## config.mk

```make
export PLATFORM = sky130hd
export DESIGN_NAME = midpoint_circle_rasterizer_unit
export DESIGN_NICKNAME = d
export VERILOG_FILES = /design/src/hw/rtl/mcr_pkg.sv /design/src/hw/rtl/mcr_ctrl.sv /design/src/hw/rtl/mcr_dp.sv /design/src/hw/rtl/midpoint_circle_rasterizer_unit.sv
export SDC_FILE = /design/constraint.sdc
export NUM_CORES = 1
export LEC_CHECK = 0
export ABC_AREA = 1
export BUFFER_PORTS_ARGS = -buffer_cell sky130_fd_sc_hd__buf_2
export CAP_MARGIN = 30
export CORE_UTILIZATION = 45
export DETAILED_ROUTE_END_ITERATION = 10
export PLACE_DENSITY = 0.69
export SLEW_MARGIN = 20
export SYNTH_ARGS = -nofsm -noshare
export SYNTH_HDL_FRONTEND = slang
export SYNTH_SLANG_ARGS = --single-unit
```

## constraint.sdc

```tcl
create_clock -name clk_i -period 7.5 [get_ports clk_i]
set_input_delay 0.75 -clock clk_i [delete_from_list [all_inputs] [get_ports clk_i]]
set_output_delay 0.75 -clock clk_i [all_outputs]
set_load 0.1 [all_outputs]
```

## src/hw/rtl/mcr_pkg.sv

```systemverilog
// Shared types and constants of the midpoint circle rasteriser.
`default_nettype none
package mcr_pkg;

  localparam int unsigned CellW      = 7;
  localparam int unsigned HeightW    = 15;
  localparam int unsigned IndexW     = 8;
  localparam int unsigned CxW        = 15;
  localparam int unsigned CyW        = 16;
  localparam int unsigned OffW       = 5;
  localparam int unsigned RadW       = 5;
  localparam int unsigned StepXW     = 6;
  localparam int unsigned StepYW     = 7;
  localparam int unsigned DecW       = 8;
  localparam int unsigned MathW      = 10;
  localparam int unsigned MaxRadius  = 31;
  localparam int unsigned MaxResults = 48;
  localparam int unsigned PhaseLimit = MaxResults / 2;
  localparam int unsigned CountW     = $clog2(PhaseLimit);

  localparam int unsigned ApbAddrW   = 3;
  localparam int unsigned ApbDataW   = 32;

  localparam logic RegCellSize     = 1'b0;
  localparam logic RegScreenHeight = 1'b1;

  localparam int unsigned CellSizeReset     = 32;
  localparam int unsigned ScreenHeightReset = 800;

  typedef enum logic [1:0] {
    ST_IDLE,
    ST_CALC,
    ST_RUN
  } mcr_state_e;

  typedef struct packed {
    logic load;
    logic calc;
    logic step;
    logic next_phase;
  } mcr_cmd_t;

  typedef struct packed {
    logic out_free;
    logic phase_end;
    logic phase;
  } mcr_status_t;

endpackage
`default_nettype wire

```

## src/hw/rtl/mcr_ctrl.sv

```systemverilog
// Sequencing state machine of the midpoint circle rasteriser.
`default_nettype none
module mcr_ctrl
  import mcr_pkg::*;
(
  input  wire         clk_i,
  input  wire         rst_ni,
  input  wire         in_valid_i,
  output logic        in_stall_o,
  input  mcr_status_t status_i,
  output mcr_cmd_t    cmd_o
);

  mcr_state_e state_q, state_d;

  always_ff @(posedge clk_i or negedge rst_ni) begin
    if (!rst_ni) begin
      state_q <= ST_IDLE;
    end else begin
      state_q <= state_d;
    end
  end

  always_comb begin
    state_d = state_q;
    unique case (state_q)
      ST_IDLE: begin
        if (in_valid_i) begin
          state_d = ST_CALC;
        end
      end
      ST_CALC: begin
        state_d = ST_RUN;
      end
      ST_RUN: begin
        if (status_i.out_free && status_i.phase_end && status_i.phase) begin
          state_d = ST_IDLE;
        end
      end
      default: begin
        state_d = ST_IDLE;
      end
    endcase
  end

  always_comb begin
    in_stall_o       = 1'b1;
    cmd_o            = '0;
    unique case (state_q)
      ST_IDLE: begin
        in_stall_o = 1'b0;
        cmd_o.load = in_valid_i;
      end
      ST_CALC: begin
        cmd_o.calc = 1'b1;
      end
      ST_RUN: begin
        cmd_o.step       = status_i.out_free;
        cmd_o.next_phase = status_i.out_free && status_i.phase_end && !status_i.phase;
      end
      default: begin
        in_stall_o = 1'b1;
      end
    endcase
  end

endmodule
`default_nettype wire

```

## src/hw/rtl/mcr_dp.sv

```systemverilog
// Datapath of the midpoint circle rasteriser: centre, iteration and output register.
`default_nettype none
module mcr_dp
  import mcr_pkg::*;
(
  input  wire                      clk_i,
  input  wire                      rst_ni,
  input  mcr_cmd_t                 cmd_i,
  output mcr_status_t              status_o,
  input  wire  [CellW-1:0]         cell_size_i,
  input  wire  [HeightW-1:0]       screen_height_i,
  input  wire  [IndexW-1:0]        cell_col_i,
  input  wire  [IndexW-1:0]        cell_row_i,
  output logic                     out_valid_o,
  input  wire                      out_stall_i,
  output logic [CxW-1:0]           center_x_o,
  output logic signed [CyW-1:0]    center_y_o,
  output logic [OffW-1:0]          offset_x_o,
  output logic [OffW-1:0]          offset_y_o,
  output logic                     fill_phase_o,
  output logic                     last_of_run_o
);

  localparam int unsigned ProdW = IndexW + CellW;

  logic [IndexW-1:0]        col_q, row_q;
  logic [CxW-1:0]           cx_q;
  logic signed [CyW-1:0]    cy_q;
  logic [RadW-1:0]          rad_q;
  logic [StepXW-1:0]        x_q, x_d;
  logic signed [StepYW-1:0] y_q, y_d;
  logic signed [DecW-1:0]   d_q, d_d;
  logic                     phase_q;
  logic [CountW-1:0]        n_q;
  logic                     out_valid_q;

  logic [ProdW-1:0]         col_prod, row_prod;
  logic [CellW-2:0]         half;
  logic [RadW-1:0]          rad_c;
  logic [ProdW-1:0]         cx_c, row_off;
  logic signed [CyW-1:0]    cy_c;

  logic signed [MathW-1:0]  dx, dy, dd, dr, dn;
  logic [StepXW-1:0]        xn;
  logic signed [StepYW-1:0] yn;
  logic                     phase_end;
  logic                     out_free;

  // Centre and radius, worked out once per cell.
  always_comb begin
    col_prod = ProdW'(col_q) * ProdW'(cell_size_i);
    row_prod = ProdW'(row_q) * ProdW'(cell_size_i);
    half     = cell_size_i[CellW-1:1];
    cx_c     = col_prod + ProdW'(half);
    row_off  = row_prod + ProdW'(half);
    cy_c     = CyW'(screen_height_i) - CyW'(row_off);
    if ({1'b0, cell_size_i[CellW-1:2]} > (RadW + 1)'(MaxRadius)) begin
      rad_c = RadW'(MaxRadius);
    end else begin
      rad_c = cell_size_i[CellW-1:2];
    end
  end

  // One midpoint step.
  always_comb begin
    dx = MathW'(x_q);
    dy = MathW'(y_q);
    dd = MathW'(d_q);
    dr = MathW'(rad_q);
    xn = x_q;
    yn = y_q;
    if (dd >= (dx <<< 1)) begin
      dn = dd - (dx <<< 1) - MathW'(1);
      xn = x_q + StepXW'(1);
    end else if (dd < ((dr - dy) <<< 1)) begin
      dn = dd + (dy <<< 1) - MathW'(1);
      yn = y_q - StepYW'(1);
    end else begin
      dn = dd + ((dy - dx - MathW'(1)) <<< 1);
      yn = y_q - StepYW'(1);
      xn = x_q + StepXW'(1);
    end
    phase_end = (MathW'(yn) < $signed(MathW'(xn))) || (n_q == CountW'(PhaseLimit - 1));
  end

  assign out_free = !out_valid_q || !out_stall_i;

  always_comb begin
    status_o.out_free  = out_free;
    status_o.phase_end = phase_end;
    status_o.phase     = phase_q;
  end

  always_comb begin
    x_d = x_q;
    y_d = y_q;
    d_d = d_q;
    if (cmd_i.calc) begin
      x_d = '0;
      y_d = StepYW'(rad_c);
      d_d = DecW'(rad_c) - DecW'(1);
    end else if (cmd_i.next_phase) begin
      x_d = '0;
      y_d = StepYW'(rad_q);
      d_d = DecW'(rad_q) - DecW'(1);
    end else if (cmd_i.step) begin
      x_d = xn;
      y_d = yn;
      d_d = dn[DecW-1:0];
    end
  end

  always_ff @(posedge clk_i or negedge rst_ni) begin
    if (!rst_ni) begin
      x_q         <= '0;
      y_q         <= '0;
      d_q         <= '0;
      phase_q     <= 1'b0;
      n_q         <= '0;
      out_valid_q <= 1'b0;
    end else begin
      x_q <= x_d;
      y_q <= y_d;
      d_q <= d_d;
      if (cmd_i.calc) begin
        phase_q <= 1'b0;
        n_q     <= '0;
      end else if (cmd_i.next_phase) begin
        phase_q <= 1'b1;
        n_q     <= '0;
      end else if (cmd_i.step) begin
        if (phase_end) begin
          phase_q <= 1'b0;
          n_q     <= '0;
        end else begin
          n_q <= n_q + CountW'(1);
        end
      end
      if (cmd_i.step) begin
        out_valid_q <= 1'b1;
      end else if (!out_stall_i) begin
        out_valid_q <= 1'b0;
      end
    end
  end

  always_ff @(posedge clk_i) begin
    if (cmd_i.load) begin
      col_q <= cell_col_i;
      row_q <= cell_row_i;
    end
    if (cmd_i.calc) begin
      cx_q  <= cx_c[CxW-1:0];
      cy_q  <= cy_c;
      rad_q <= rad_c;
    end
    if (cmd_i.step) begin
      center_x_o    <= cx_q;
      center_y_o    <= cy_q;
      offset_x_o    <= x_q[OffW-1:0];
      offset_y_o    <= y_q[OffW-1:0];
      fill_phase_o  <= phase_q;
      last_of_run_o <= phase_q && phase_end;
    end
  end

  assign out_valid_o = out_valid_q;

endmodule
`default_nettype wire

```

## src/hw/rtl/midpoint_circle_rasterizer_unit.sv

```systemverilog
// Top level of the midpoint circle rasteriser: register port, controller and datapath.
`default_nettype none
// Usage. The input channel (in_valid_i / in_stall_o) carries one word per maze
// cell: its column and row index. For every cell the block places a circle of
// radius cell_size/4 at the cell centre, with the row flipped against
// screen_height, and walks the midpoint circle iteration twice, first for the
// outline and then for the fill. Each iteration gives one output word
// (out_valid_o / out_stall_i) with the centre, the octant offsets and the
// phase; the final word of a cell carries last_of_run_o.
// Timing. When an input word is accepted its indices are captured, then the
// centre and radius are worked out, and then the step unit writes the first
// word of the cell to its output register. After that the shared step unit
// gives one word a cycle while out_stall_i does not hold it, at most 48 words
// per cell (radius 31 gives 24 words per phase). A new cell is taken once
// the previous one has issued its last word, even if that word still waits
// in the output register.
// Stalls. While out_stall_i holds a word, the step unit waits and the word
// stays unchanged. Reset empties the output register, returns the controller
// to idle and loads cell_size with 32 and screen_height with 800.
module midpoint_circle_rasterizer_unit
  import mcr_pkg::*;
(
  input  wire                      clk_i,
  input  wire                      rst_ni,
  // APB-style register port
  input  wire                      psel,
  input  wire                      penable,
  input  wire                      pwrite,
  input  wire  [ApbAddrW-1:0]      paddr,
  input  wire  [ApbDataW-1:0]      pwdata,
  output logic [ApbDataW-1:0]      prdata,
  output logic                     pready,
  // cell input
  input  wire                      in_valid_i,
  output logic                     in_stall_o,
  input  wire  [IndexW-1:0]        cell_col_i,
  input  wire  [IndexW-1:0]        cell_row_i,
  // result output
  output logic                     out_valid_o,
  input  wire                      out_stall_i,
  output logic [CxW-1:0]           center_x_o,
  output logic signed [CyW-1:0]    center_y_o,
  output logic [OffW-1:0]          offset_x_o,
  output logic [OffW-1:0]          offset_y_o,
  output logic                     fill_phase_o,
  output logic                     last_of_run_o
);

  logic [CellW-1:0]   cell_size_q;
  logic [HeightW-1:0] screen_height_q;
  logic               reg_sel;
  logic               wr_en;
  mcr_cmd_t           cmd;
  mcr_status_t        status;

  // Register index is the word address; writes to other addresses are ignored
  // beyond that decode.
  assign reg_sel = paddr[2];
  assign pready  = 1'b1;
  assign wr_en   = psel && penable && pwrite;

  always_ff @(posedge clk_i or negedge rst_ni) begin
    if (!rst_ni) begin
      cell_size_q     <= CellW'(CellSizeReset);
      screen_height_q <= HeightW'(ScreenHeightReset);
    end else if (wr_en) begin
      unique case (reg_sel)
        RegCellSize:     cell_size_q     <= pwdata[CellW-1:0];
        RegScreenHeight: screen_height_q <= pwdata[HeightW-1:0];
        default:         cell_size_q     <= cell_size_q;
      endcase
    end
  end

  always_comb begin
    unique case (reg_sel)
      RegCellSize:     prdata = ApbDataW'(cell_size_q);
      RegScreenHeight: prdata = ApbDataW'(screen_height_q);
      default:         prdata = '0;
    endcase
  end

  mcr_ctrl u_ctrl (
    .clk_i      (clk_i),
    .rst_ni     (rst_ni),
    .in_valid_i (in_valid_i),
    .in_stall_o (in_stall_o),
    .status_i   (status),
    .cmd_o      (cmd)
  );

  mcr_dp u_dp (
    .clk_i           (clk_i),
    .rst_ni          (rst_ni),
    .cmd_i           (cmd),
    .status_o        (status),
    .cell_size_i     (cell_size_q),
    .screen_height_i (screen_height_q),
    .cell_col_i      (cell_col_i),
    .cell_row_i      (cell_row_i),
    .out_valid_o     (out_valid_o),
    .out_stall_i     (out_stall_i),
    .center_x_o      (center_x_o),
    .center_y_o      (center_y_o),
    .offset_x_o      (offset_x_o),
    .offset_y_o      (offset_y_o),
    .fill_phase_o    (fill_phase_o),
    .last_of_run_o   (last_of_run_o)
  );

`ifndef NO_ASSERTIONS
  // Once a cell is taken, the input stalls straight after it, so no second cell enters back to back.
  a_busy_after_accept: assert property (@(posedge clk_i) disable iff (!rst_ni)
    (in_valid_i && !in_stall_o) |=> in_stall_o)
    else $error("cell accepted while the previous one was still starting");

  // Every emitted point lies in the octant above the diagonal.
  a_octant: assert property (@(posedge clk_i) disable iff (!rst_ni)
    out_valid_o |-> (offset_y_o >= offset_x_o))
    else $error("offset_y below offset_x on an emitted word");

  // The closing word of a cell always belongs to the fill pass.
  a_last_in_fill: assert property (@(posedge clk_i) disable iff (!rst_ni)
    (out_valid_o && last_of_run_o) |-> fill_phase_o)
    else $error("last_of_run raised during the outline pass");
`endif

endmodule
`default_nettype wire
```

==> impl_metrics.yaml <==
global_routing:
  top_usage_layer: "met2"
  antenna_found_initial: 0
  grtUsageMet1_pct: 22.9
  grt_pass1_wl_um: 43200
  grt-ovfl-total: 0
  use_met2_pct: 35.7
  grt_use_total_pct: 19.4
  grt_max_degree: 53
  grt_pass1_vias: 9219
  use_met3_pct: 2.78
clock_network:
  clk_pin_slew_ns: 0.08
  cts_tree: "built"
  cts_buffers: 17
  clk_latency_ns: 0.43
  ctsHoldBuffers: 0
  cts_resized: 0
  cts-htree-levels: 4
  postCtsSetupBuffers: 0
  cts_buffer_depth: 2
  cts_root_buffer: "clkbuf_16"
  clock-sinks: 147
yosys:
  yosysMostFrequentCell: "inv_1"
  synth_cell_types: 52
  synth_top_area_share_pct: 23.3
  synth.largest_area_cell: "edfxtp_1"
  syn_avg_cell_area_um2: 8.97
  synth_area_um2: 12200
  synth_top_flop_cell: "edfxtp_1"
  async_flop_share_pct: 35.4
  synthTopCellsByCount: "inv_1, nand2_1, ha_1, edfxtp_1, fa_1"
  ys_ff_latch: 147
  ys_warn_count: 0
  synth_edf_count: 95
  yosys-top-cells-area: "edfxtp_1, ha_1, fa_1, dfrtp_1, inv_1"
  yosysSeqAreaShare_pct: 34.0
  syn-instance-count: 1364
routing:
  drc: 0
  wire_per_inst_um: 14.3
  totalWireLength_um: 25800
  vias: 9059
  drtIter0Drc: 540
  dr.pass1.iters: 5
  ant_nets: 0
  via_per_inst: 5.02
finish:
  nFillCells: 2401
  drive_gt1_share_pct: 11.4
  syn_to_final_growth_pct: 11.5
  seqCellArea_um2: 4160
  multiInputGateArea_um2: 6750
  diodes: 0
  fin_nets: 1735
timing:
  final.setup.tns_ns: 0
  slew_headroom_pct: 33.5
  slew_violations: 0
  rsz0062_at_grt: "false"
  hold_viol_final: 0
  setup_viol: 0
  max_freq_ghz: 0.167
  fin_skew_ns: 0.0191
  max_slew.worst_pin.slew_ns: 0.993
  period_share_pct: 80.1
  period_needed_ns: 6.00
critical_path:
  setup.worst_path.class: "flip-flop to flip-flop"
  reg2reg_from: "cell_size_q[3]"
  crit_path_end_kind: "flip-flop"
  crit_path_start_kind: "flip-flop"
  crit_start: "cell_size_q[3]"
  critical-path-max-stage-delay_ns: 0.85
  worstPathArrival_ns: 6.23
  path_cells: "nand2_1, fa_1, inv_1, fa_1, fa_1, inv_1, fa_1, inv_1, ha_1, inv_1, o311ai_0, a21oi_1, o21bai_1, a21oi_1, nor2_1, nor2_1, xor2_1, ha_1, a21oi_1, o21ai_0, a221oi_1"
  critical_path_required_ns: 7.73
  worst-path-max-fanout: 21
  slowest_stage: "dfrtp_1"
min_path:
  min_path_type: "flip-flop to flip-flop"
  hold_path.startpoint: "u_dp.cy_q[12]"
die:
  die_h_um: 167
  io_pins: 136
  rows: 59
  start_util_pct: 46.4
  core_area_um2: 26400
  fp.dieW_um: 167
  die-area_um2: 27900
run:
  max_cap_viol_count: 0
placed_design:
  gp_congestion: 0.911
  dp_hpwl_um: 19600
  io_buffers: 98
run_status:
  status: "completed"
## path summary, 6_finish.rpt
path	to	slack, ns	cells past startpoint
max	u_dp.cy_q[15]	1.50	21
min	u_dp.center_y_o[12]	0.41	0
max reg2reg	u_dp.cy_q[15]	1.50	21
min reg2reg	u_dp.center_y_o[12]	0.41	0
max in group asynchronous	u_dp.out_valid_o	6.51	2
min in group asynchronous	screen_height_q[12]	0.44	2
## placed cells by master, fill, tap and decap left out, types with 9 or more instances in the layout
master,Yosys,routed
dfrtp_1,48,48
buf_2,3,98
clkbuf_16,0,17
xnor2_1,23,23
nand3_1,46,46
conb_1,2,18
nand2_1,269,269
edfxtp_1,95,95
ha_1,143,143
inv_1,298,297
xor2_1,49,49
o21ai_0,54,54
o21bai_1,9,9
a21oi_1,59,59
nor2_1,59,58
fa_1,76,76
## flip-flops by register name, indices dropped and copies added, names as in the netlist
signal and count:
u_dp.center_y_o 16, u_dp.cy_q 16, screen_height_q 15, u_dp.center_x_o 15, u_dp.cx_q 15, u_dp.col_q 8
u_dp.d_q 8, u_dp.row_q 8, cell_size_q 7, u_dp.y_q 7, u_dp.x_q 6, u_dp.n_q 5
u_dp.offset_x_o 5, u_dp.offset_y_o 5, u_dp.rad_q 5, u_ctrl.state_q 2, u_dp.fill_phase_o 1, u_dp.last_of_run_o 1
u_dp.out_valid_o 1, u_dp.phase_q 1
## cells by family (layout without fill, tap and decap cells)
family,after synthesis,count (layout),synth area share [%]
buf+inv,345,436,11.4
flops,147,147,34.0
compound gates,165,165,7.77
mux,9,9,0.818
other cells,2,18,0.0614
xor+xnor,72,72,5.15
simple gates,405,405,13.7
fa+ha+maj,219,219,27.1
## layout make-up
| class | instances | share of cell area (%) |
|---|---|---|
| flip-flops and latches | 147 | 30.5 |
| repair buffers | 104 | 3.93 |
| multi-input cells | 888 | 49.5 |
| clock inverters | 12 | 1.49 |
| inverters | 300 | 8.26 |
| clock buffers | 20 | 3.28 |
| well taps | 335 | 3.07 |
## worst max-delay path: cells and delay by family (launching register included)
kind | cells | cell delay (ns)
AO/OA/AOI/OAI | 7 | 1.52
buffers and inverters | 4 | 0.22
flip-flops | 1 | 0.85
adder cells (fa/ha/maj) | 6 | 2.73
XOR/XNOR | 1 | 0.14
AND/OR/NAND/NOR | 3 | 0.33
## metrics by stage
step | hold WS, ns | cell area (um2) | setup WS, ns | util [%] | instances
2_1_floorplan | 0.400 | 12300 | 1.73 | - | 1380
3_3_place_gp | 0.403 | 13000 | 1.62 | 49.3 | 1774
3_5_place_dp | 0.405 | 13000 | 1.47 | 49.3 | 1774
4_1_cts | 0.414 | 13600 | 1.47 | 51.7 | 1806
5_1_grt | 0.424 | 13600 | 0.964 | 51.7 | 1806
6_report | 0.410 | 13600 | 1.50 | 51.7 | 1806
## metal layers
layer | vias to the layer above | part of all wire, %
met4 | 0 | 2.2
li1 | 4473 | -
met2 | 208 | 52
met1 | 4334 | 41
met5 | - | 0
met3 | 44 | 4.3
Power is not shown: default switching activity piles up to over one toggle a cycle in this logic, so the estimate is an artifact.
